==> src/hdl/lgr_pkg.sv <==
// Shared types, constants and the Life rule for the row-streaming Life generator.
// No dependencies; used by lgr_cell, lgr_out_queue and life_generation_rows.
package lgr_pkg;

  localparam int MAX_COLS    = 64;
  localparam int COL_W       = 7;    // active_cols register width
  localparam int CFG_ADDR_W  = 1;
  localparam int CFG_DATA_W  = 32;
  localparam int QUEUE_DEPTH = 4;
  localparam int QPTR_W      = $clog2(QUEUE_DEPTH);
  localparam int QCNT_W      = $clog2(QUEUE_DEPTH + 1);

  // Register addresses
  localparam logic [CFG_ADDR_W-1:0] ADDR_ACTIVE_COLS = 1'b0;
  localparam logic [COL_W-1:0]      ACTIVE_COLS_RST  = COL_W'(MAX_COLS);

  // Life rule constants
  localparam logic [3:0] BIRTH_CNT   = 4'd3;
  localparam logic [3:0] SURVIVE_CNT = 4'd2;

  // Masked bits a cell shows to its neighbours
  typedef struct packed {
    logic above;
    logic middle;
    logic incoming;
  } nbr_t;

  // One result item
  typedef struct packed {
    logic                last;
    logic [MAX_COLS-1:0] row;
  } out_item_t;

  // Number of live bits among eight neighbours
  function automatic logic [3:0] popcount8(input logic [7:0] bits);
    logic [3:0] sum;
    sum = 4'd0;
    for (int i = 0; i < 8; i++) begin
      sum = sum + {3'b000, bits[i]};
    end
    return sum;
  endfunction

  // B3/S23
  function automatic logic life_rule(input logic alive, input logic [3:0] cnt);
    return (cnt == BIRTH_CNT) || (alive && (cnt == SURVIVE_CNT));
  endfunction

endpackage

==> src/hdl/lgr_cell.sv <==
// One grid column: holds the above and middle bits and computes next states.
// Depends on lgr_pkg (nbr_t, popcount8, life_rule).
module lgr_cell (
  input  logic         clk,
  input  logic         rst_n,
  input  logic         load,       // item accepted this cycle
  input  logic         clear,      // accepted item is the last row
  input  logic         in_bit,
  input  logic         col_en,     // column lies below active_cols
  input  lgr_pkg::nbr_t nbr_lo,    // column c-1
  input  lgr_pkg::nbr_t nbr_hi,    // column c+1
  output lgr_pkg::nbr_t own,
  output logic         res_mid,    // next state of the held middle row
  output logic         res_last    // next state of the incoming row, dead below
);
  import lgr_pkg::*;

  logic above_r, above_nxt;
  logic middle_r, middle_nxt;
  logic [3:0] cnt_mid;
  logic [3:0] cnt_last;

  // Masked view shared with neighbours
  assign own.above    = above_r & col_en;
  assign own.middle   = middle_r & col_en;
  assign own.incoming = in_bit & col_en;

  // Eight-neighbour counts for both candidate results
  assign cnt_mid  = popcount8({nbr_lo.above, own.above, nbr_hi.above,
                               nbr_lo.middle, nbr_hi.middle,
                               nbr_lo.incoming, own.incoming, nbr_hi.incoming});
  assign cnt_last = popcount8({nbr_lo.middle, own.middle, nbr_hi.middle,
                               nbr_lo.incoming, nbr_hi.incoming, 3'b000});

  assign res_mid  = life_rule(own.middle, cnt_mid) & col_en;
  assign res_last = life_rule(own.incoming, cnt_last) & col_en;

  // Shift rows down; the last row empties the window
  always_comb begin
    above_nxt  = above_r;
    middle_nxt = middle_r;
    if (load) begin
      if (clear) begin
        above_nxt  = 1'b0;
        middle_nxt = 1'b0;
      end else begin
        above_nxt  = middle_r;
        middle_nxt = in_bit;
      end
    end
  end

  always_ff @(posedge clk) begin
    if (!rst_n) begin
      above_r  <= 1'b0;
      middle_r <= 1'b0;
    end else begin
      above_r  <= above_nxt;
      middle_r <= middle_nxt;
    end
  end

endmodule

==> src/hdl/lgr_out_queue.sv <==
// Small result queue: takes up to two items a cycle, gives one a cycle while the head is taken.
// Depends on lgr_pkg (out_item_t, QUEUE_DEPTH, pointer widths).
module lgr_out_queue (
  input  logic              clk,
  input  logic              rst_n,
  input  logic [1:0]        push_n,    // items pushed this cycle, 0 to 2
  input  lgr_pkg::out_item_t push0,
  input  lgr_pkg::out_item_t push1,
  output logic              room,      // space for two more items
  output logic              head_valid,
  input  logic              head_taken,
  output lgr_pkg::out_item_t head
);
  import lgr_pkg::*;

  out_item_t entry_r [QUEUE_DEPTH];
  logic [QPTR_W-1:0] wr_ptr_r, wr_ptr_nxt;
  logic [QPTR_W-1:0] rd_ptr_r, rd_ptr_nxt;
  logic [QCNT_W-1:0] count_r, count_nxt;
  logic [QPTR_W-1:0] wr_ptr_p1;
  logic              pop;

  assign pop        = head_valid & head_taken;
  assign head_valid = (count_r != '0);
  assign head       = entry_r[rd_ptr_r];
  assign room       = (count_r <= QCNT_W'(QUEUE_DEPTH - 2));
  assign wr_ptr_p1  = wr_ptr_r + QPTR_W'(1);

  // Pointer and fill arithmetic
  always_comb begin
    wr_ptr_nxt = wr_ptr_r + QPTR_W'(push_n);
    rd_ptr_nxt = rd_ptr_r + QPTR_W'(pop);
    count_nxt  = count_r + QCNT_W'(push_n) - QCNT_W'(pop);
  end

  always_ff @(posedge clk) begin
    if (!rst_n) begin
      wr_ptr_r <= '0;
      rd_ptr_r <= '0;
      count_r  <= '0;
    end else begin
      wr_ptr_r <= wr_ptr_nxt;
      rd_ptr_r <= rd_ptr_nxt;
      count_r  <= count_nxt;
    end
  end

  // Entry storage, no reset
  always_ff @(posedge clk) begin
    if (push_n != 2'd0) begin
      entry_r[wr_ptr_r] <= push0;
    end
    if (push_n == 2'd2) begin
      entry_r[wr_ptr_p1] <= push1;
    end
  end

endmodule

==> src/hdl/life_generation_rows.sv <==
// Results are written into the output queue when the row that completes them is accepted.
// Throughput: one row per cycle while in_tready is high; a last row that follows a held row
// yields two items, which the output side takes one at a time, absorbed by a 4-item queue.
// The input stalls only when that queue holds more than two items.
// Reset (rst_n low, synchronous): window rows dead, queue empty, active_cols 64.
// Depends on lgr_pkg, lgr_cell and lgr_out_queue.
module life_generation_rows (
  input  logic                              clk,
  input  logic                              rst_n,
  // Row input
  input  logic                              in_tvalid,
  output logic                              in_tready,
  input  logic [lgr_pkg::MAX_COLS-1:0]      in_tdata,   // [63:0] row_cells
  input  logic                              in_tlast,   // last_row
  // Result output
  output logic                              out_tvalid,
  input  logic                              out_tready,
  output logic [lgr_pkg::MAX_COLS-1:0]      out_tdata,  // [63:0] next_row
  output logic                              out_tlast,  // last_out
  // Configuration
  input  logic                              cfg_psel,
  input  logic                              cfg_penable,
  input  logic                              cfg_pwrite,
  input  logic [lgr_pkg::CFG_ADDR_W-1:0]    cfg_paddr,
  input  logic [lgr_pkg::CFG_DATA_W-1:0]    cfg_pwdata,
  output logic [lgr_pkg::CFG_DATA_W-1:0]    cfg_prdata,
  output logic                              cfg_pready
);
  import lgr_pkg::*;

  logic [COL_W-1:0] active_cols_r, active_cols_nxt;
  logic             have_middle_r, have_middle_nxt;
  logic             accept;
  logic             room;
  logic [MAX_COLS-1:0] col_en;
  logic [MAX_COLS-1:0] res_mid;
  logic [MAX_COLS-1:0] res_last;
  nbr_t             own [MAX_COLS];
  nbr_t             nbr_lo [MAX_COLS];
  nbr_t             nbr_hi [MAX_COLS];
  logic [1:0]       push_n;
  out_item_t        push0, push1, head;

  // Configuration register
  assign cfg_pready = 1'b1;
  always_comb begin
    active_cols_nxt = active_cols_r;
    if (cfg_psel && cfg_penable && cfg_pwrite && (cfg_paddr == ADDR_ACTIVE_COLS)) begin
      active_cols_nxt = cfg_pwdata[COL_W-1:0];
    end
  end
  assign cfg_prdata = (cfg_paddr == ADDR_ACTIVE_COLS)
                    ? {{(CFG_DATA_W-COL_W){1'b0}}, active_cols_r} : '0;

  // Window control
  assign in_tready = room;
  assign accept    = in_tvalid & room;

  always_comb begin
    have_middle_nxt = have_middle_r;
    if (accept) begin
      have_middle_nxt = ~in_tlast;
    end
  end

  always_ff @(posedge clk) begin
    if (!rst_n) begin
      active_cols_r <= ACTIVE_COLS_RST;
      have_middle_r <= 1'b0;
    end else begin
      active_cols_r <= active_cols_nxt;
      have_middle_r <= have_middle_nxt;
    end
  end

  // Row of cells, dead beyond both grid edges
  for (genvar c = 0; c < MAX_COLS; c++) begin : g_col
    assign col_en[c] = (COL_W'(c) < active_cols_r);
    if (c == 0) begin : g_lo_edge
      assign nbr_lo[c] = '0;
    end else begin : g_lo
      assign nbr_lo[c] = own[c-1];
    end
    if (c == MAX_COLS - 1) begin : g_hi_edge
      assign nbr_hi[c] = '0;
    end else begin : g_hi
      assign nbr_hi[c] = own[c+1];
    end
    lgr_cell u_cell (
      .clk      (clk),
      .rst_n    (rst_n),
      .load     (accept),
      .clear    (in_tlast),
      .in_bit   (in_tdata[c]),
      .col_en   (col_en[c]),
      .nbr_lo   (nbr_lo[c]),
      .nbr_hi   (nbr_hi[c]),
      .own      (own[c]),
      .res_mid  (res_mid[c]),
      .res_last (res_last[c])
    );
  end

  // Results of one item: held middle row first, then the last row
  always_comb begin
    push_n      = 2'd0;
    push0.row   = res_mid;
    push0.last  = 1'b0;
    push1.row   = res_last;
    push1.last  = 1'b1;
    if (accept) begin
      push_n = {1'b0, have_middle_r} + {1'b0, in_tlast};
      if (!have_middle_r) begin
        push0.row  = res_last;
        push0.last = 1'b1;
      end
    end
  end

  lgr_out_queue u_queue (
    .clk        (clk),
    .rst_n      (rst_n),
    .push_n     (push_n),
    .push0      (push0),
    .push1      (push1),
    .room       (room),
    .head_valid (out_tvalid),
    .head_taken (out_tready),
    .head       (head)
  );

  assign out_tdata = head.row;
  assign out_tlast = head.last;

endmodule
==> config.mk <==
export PLATFORM = sky130hd
export DESIGN_NAME = life_generation_rows
export DESIGN_NICKNAME = d
export VERILOG_FILES = /design/src/hdl/lgr_pkg.sv /design/src/hdl/lgr_cell.sv /design/src/hdl/lgr_out_queue.sv /design/src/hdl/life_generation_rows.sv
export SDC_FILE = /design/constraint.sdc
export NUM_CORES = 2
export LEC_CHECK = 0
export ABC_AREA = 1
export ABC_CLOCK_PERIOD_IN_PS = 5900
export BUFFER_PORTS_ARGS = -buffer_cell sky130_fd_sc_hd__buf_2
export CORE_MARGIN = 2
export CORE_UTILIZATION = 60
export CTS_CLUSTER_SIZE = 10
export DETAILED_ROUTE_END_ITERATION = 10
export PLACE_DENSITY = 0.78
export SETUP_SLACK_MARGIN = 0.1
export SLEW_MARGIN = 0
export SYNTH_ARGS = -nofsm -noshare
export SYNTH_HDL_FRONTEND = slang
export SYNTH_SLANG_ARGS = --single-unit
export TNS_END_PERCENT = 50
==> constraint.sdc <==
create_clock -name clk -period 5.9 [get_ports clk]
set_input_delay 0.885 -clock clk [delete_from_list [all_inputs] [get_ports clk]]
set_output_delay 0.885 -clock clk [all_outputs]
set_load 0.02 [all_outputs]
---- Yosys cells after proc, flatten, opt, wreduce, memory -nomap -nowiden ----
Memory sizes are Yosys's and may differ from the RTL's. A register that Yosys moved wholly into a read port is not among the register bits.
Index checks and enable logic that the tools add are counted.
storage, ports and cells
  output and inout port bits .............. 100
  register bits after elaboration ......... 143
  latch bits .............................. 0
  input bits .............................. 105
  memories kept ........................... 1
  ROM bits ................................ 0
  logic and storage cells ................. 1,877
  memory bits (writable) .................. 260
operators by class
  add/sub/neg operators ................... 699
  equal/unequal tests ..................... 257
  mux-type cells .......................... 137
  order comparisons ....................... 65
  reductions and logical operators ........ 261
  shift-type cells ........................ 0
  divide/modulo/power cells ............... 0
  multiply operators ...................... 0
  bitwise gates (word level) .............. 324
memory list
  memory           depth  width  rd ports  clocked after Yosys merged registers in  write ports  line                 source
  u_queue.entry_r  4      65     1         1                                        2            lgr_out_queue.sv:16  out_item_t entry_r [QUEUE_DEPTH];
operator list
  kind                                                        number
  adder 4 x 1 -> 4 bit                                        566
  == test 4 x 2 -> 1 bit (second input constant)              256
  AND 1 bit                                                   322
  adder 1 x 1 -> 2 bit                                        128
  less-than comparator 6 x 7 -> 1 bit (first input constant)  32
  2-to-1 mux 1 bit                                            132
  logical AND 1 bit                                           131
  2-to-1 mux 65 bit                                           2
  logical OR 1 bit                                            128
  less-than comparator 5 x 7 -> 1 bit (first input constant)  16
  less-than comparator 4 x 7 -> 1 bit (first input constant)  8
  less-than comparator 3 x 7 -> 1 bit (first input constant)  4
  less-than comparator 1 x 7 -> 1 bit (first input constant)  2
  less-than comparator 2 x 7 -> 1 bit (first input constant)  2
  2-to-1 mux 7 bit                                            1
  2-to-1 mux 2 bit                                            2
  adder 3 x 2 -> 3 bit                                        1
  <= comparator 3 x 2 -> 1 bit (second input constant)        1
  nonzero test 3 bit                                          1
  subtractor 3 x 1 -> 3 bit                                   1
  adder 2 x 1 -> 2 bit                                        1
  adder 2 x 1 -> 2 bit (second input constant)                1
  adder 2 bit                                                 1
  == test 2 bit (second input constant)                       1
  2 further kinds                                             3

---- Logic depth before layout (Yosys ltp) ----
  depth in word-level cells ............... 15
  gate-level depth with buffers ........... 25
  depth with buffers taken out ............ 24

---- Modules after synthesis ----
Synthesis repeated with hierarchy kept, for this count alone.
unflattened totals
  cells, all modules ...................... 4,889
  area total of the unflattened synthesis .. 37,980.2 um2
modules (own cells, without submodules)
  module                area an instance (um2)  cells an instance  instances
  lgr_cell              360.3                   49                 64
  lgr_out_queue         12,896.1                1,334              1
  life_generation_rows  2,021.9                 419                1

---- Worst setup path before layout ----
Ideal clock, no wire load.
  path type ............................... register -> register
  start point ............................. register active_cols_r[3]
  end point ............................... memory u_queue.entry_r[0][62] in the netlist's numbering (data pin)
  setup slack ............................. 1,568 ps
  buffers on the path ..................... 1
  arrival time ............................ 4,202 ps
  setup time .............................. 130 ps
  required time ........................... 5,770 ps
  cell stages (with the launch flop) ...... 21
  cell sequence ........................... dfxtp_1 -> buf_2 -> nand2_1 -> nor2_1 -> a21oi_1 -> inv_1 -> nand2_1 -> inv_1 -> ha_1 -> inv_1 -> fa_1 -> fa_1 -> inv_1 -> fa_1 -> inv_1 -> fa_1 -> a211oi_1 -> nand3_1 -> o21ai_0 -> nand2_1 -> nand2_1
RTL lines
  element                 line                        source
  start, declared         life_generation_rows.sv:31  logic [COL_W-1:0] active_cols_r, active_cols_nxt;
  start signal, assigned  life_generation_rows.sv:71  active_cols_r <= active_cols_nxt;
  end, declared           lgr_out_queue.sv:16

==> impl_metrics.env <==
export IMPL_status="finished, final reports clean"
export IMPL_fin_util=0.661
export IMPL_antenna_found_initial=7
export IMPL_postCtsSetupRepairBufs=0
export IMPL_r2r_cells=19
export IMPL_setup_viol=0
export IMPL_cts_hold_buf=0
export IMPL_drt_iter0_markers=2940
export IMPL_via_per_inst=5.59
export IMPL_yosysMostFrequentCell="nand2_1"
export IMPL_final_cell_area_mm2=0.0409
export IMPL_fin_crit_sh=0.876
export IMPL_synth_edf_count=256
export IMPL_core_area_mm2=0.0619
export IMPL_max_cap_violations=0
export IMPL_dieHeight_um=255
export IMPL_io_buffers=153
export IMPL_max_stage_delay_ps=510
export IMPL_syn_inst=4894
export IMPL_ant_nets=0
export IMPL_syn_avg_cell_area_um2=7.70
export IMPL_power_density_mw_per_mm2=277
export IMPL_ys_ff_latch=403
export IMPL_finClkSkew_ps=32.2
export IMPL_cts_sinks=403
export IMPL_cts_max_level=2
export IMPL_hold_violations=0
export IMPL_netlist_top_cells_count="1385 x nand2_1, 834 x inv_1, 510 x nor2_1"
export IMPL_ys_async_sr_fraction=0
export IMPL_fin_crit_ps=5170
export IMPL_slew_violations=0
export IMPL_critPathMostFrequentCell="inv_1"
export IMPL_rsz0062_at_grt="no"
export IMPL_grt_pass1_vias=32300
export IMPL_clk_pin_slew_ps=50
export IMPL_rows=91
export IMPL_path_cells="nand2_1, nor2_1, a21oi_1, inv_1, nand2_1, inv_1, ha_1, inv_1, fa_1, fa_1, inv_1, fa_1, inv_1, fa_1, a211oi_1, nand3_1, o21ai_0, nand2_1, nand2_1"
export IMPL_ys_warn_count=0
export IMPL_start_util=0.609
export IMPL_fmax_mhz=194
export IMPL_critPathSlowestCell="fa_1"
export IMPL_synth_top_cell_area_share=0.204
export IMPL_grt_overflow=0
export IMPL_arrival_ps=5660
export IMPL_placed_area_mm2=0.0393
export IMPL_synth_area_leaders="edfxtp_1 20%, fa_1 20%, nand2_1 14%"
export IMPL_grt_max_degree=83
export IMPL_synth_flop_cell="edfxtp_1"
export IMPL_syn_to_final_growth_pct=8.53
export IMPL_numCtsBuffers=51
export IMPL_crit_fanout=9
export IMPL_drive_above_1_share=0.0704
export IMPL_hold_depth=2
export IMPL_synth_seq_area_share=0.282
export IMPL_drc=0
export IMPL_leakagePower_nw=20.3
export IMPL_ctsResizeCount=0
export IMPL_syn_area_mm2=0.0377
export IMPL_cp_start_kind="register"
export IMPL_finalSetupTns_ps=0
export IMPL_worst_ep_required_time_ps=6390
export IMPL_tightest_slew_ps=1220
export IMPL_clock_path_buffers=3
export IMPL_ys_types=43
export IMPL_grt_pass1_wl_um=169000
export IMPL_yosys_area_top_type="edfxtp_1"
export IMPL_dieArea_mm2=0.0648
export IMPL_hold_slack_ps=465
export IMPL_relSlewSlack=0.187
export IMPL_cts_tree="done"
export IMPL_wl_per_cell_um=18.0
export IMPL_gp_congestion=0.925
export IMPL_hp_class="register to register"
export IMPL_dr_total_vias=32900
export IMPL_die_w_um=255
export IMPL_wl_um=106000
export IMPL_layout_nets=5687
export IMPL_vdd_drop_max_mv=0.259
export IMPL_dr_pass1_iters=7
export IMPL_cts_root_buffer="clkbuf_16"
export IMPL_clock_latency_ps=630
export IMPL_ios=205
export IMPL_end_kind="register"
export IMPL_critPathKind="register to register"
export IMPL_post_dp_hpwl_um=74900
export IMPL_track_usage=0.335
-- final timing paths --
| kind | start | endpoint | slack [ps] |
|---|---|---|---|
| worst min register to register | g_col[42].u_cell.above_r | g_col[42].u_cell.above_r | 460 |
| worst min-delay path | g_col[42].u_cell.above_r | g_col[42].u_cell.above_r | 460 |
| worst max register to register | active_cols_r[3] | u_queue.entry_r[3][62] | 730 |
| worst max-delay path | active_cols_r[3] | u_queue.entry_r[3][62] | 730 |
-- metrics by stage --
step	setup WS [ps]	power (mW)	std cells
6_report	733	11.3	5881
5_1_grt	415	12.0	5879
4_1_cts	807	11.3	5877
3_5_place_dp	817	8.25	5782
3_3_place_gp	884	8.08	5782
2_1_floorplan	1570	6.72	4918
-- per-layer routing --
metal,GRT usage,part of all wire
met5,0,0.00037
met4,0.166,0.053
met3,0.0592,0.098
met2,0.549,0.47
met1,0.429,0.38
-- registers in the layout (all words and copies together), names as in the netlist --
signal / cells
active_cols_r: 7
g_col.u_cell.above_r: 64
g_col.u_cell.middle_r: 64
have_middle_r: 1
u_queue.count_r: 3
u_queue.entry_r: 260
u_queue.rd_ptr_r: 2
u_queue.wr_ptr_r: 2
-- power breakdown --
part | leakage, nW | switching [mW] | internal (mW) | total [mW]
Clock | 0.773 | 1.27 | 1.78 | 3.06
Sequential | 3.65 | 0.117 | 3.20 | 3.31
Combinational | 15.9 | 3.44 | 1.51 | 4.95
-- placed cells by master, fill, tap and decap left out, types with 62 or more instances in the layout --
master and instances:
o22ai_1 65, buf_4 68, fa_1 378, nand2_1 1381, nor2_1 506, ha_1 206, o21ai_0 238, buf_2 153
a21oi_1 173, nand3_1 218, inv_1 829, dfxtp_1 145, xor2_1 62, edfxtp_1 256
-- cell families after synthesis --
kind of cell,Yosys count,synth area share
simple gates,2201,0.234
buf+inv,1033,0.107
fa+ha+maj,584,0.269
compound gates,558,0.0819
flops,403,0.282
xor+xnor,112,0.0260
other cells,2,0.000199
mux,1,0.000266
-- cell type report --
class / instances / area (um^2)
antenna: 4 / 10.0
multi-input combinational: 3482 / 23200
clock buffer: 78 / 1420
fill: 5328 / 21000
tap: 837 / 1050
timing repair buffer: 221 / 1280
sequential: 403 / 10600
clock inverter: 17 / 169
inverter: 839 / 3150
-- worst max-delay path, delay by kind of cell, from the launching register on --
kind	cells	cell delay [ps]
compound gates	3	1050
flops	1	410
simple gates	6	1060
fa+ha+maj	5	2150
buf+inv	5	410
No activity file was read; power rests on OpenSTA's default activity.
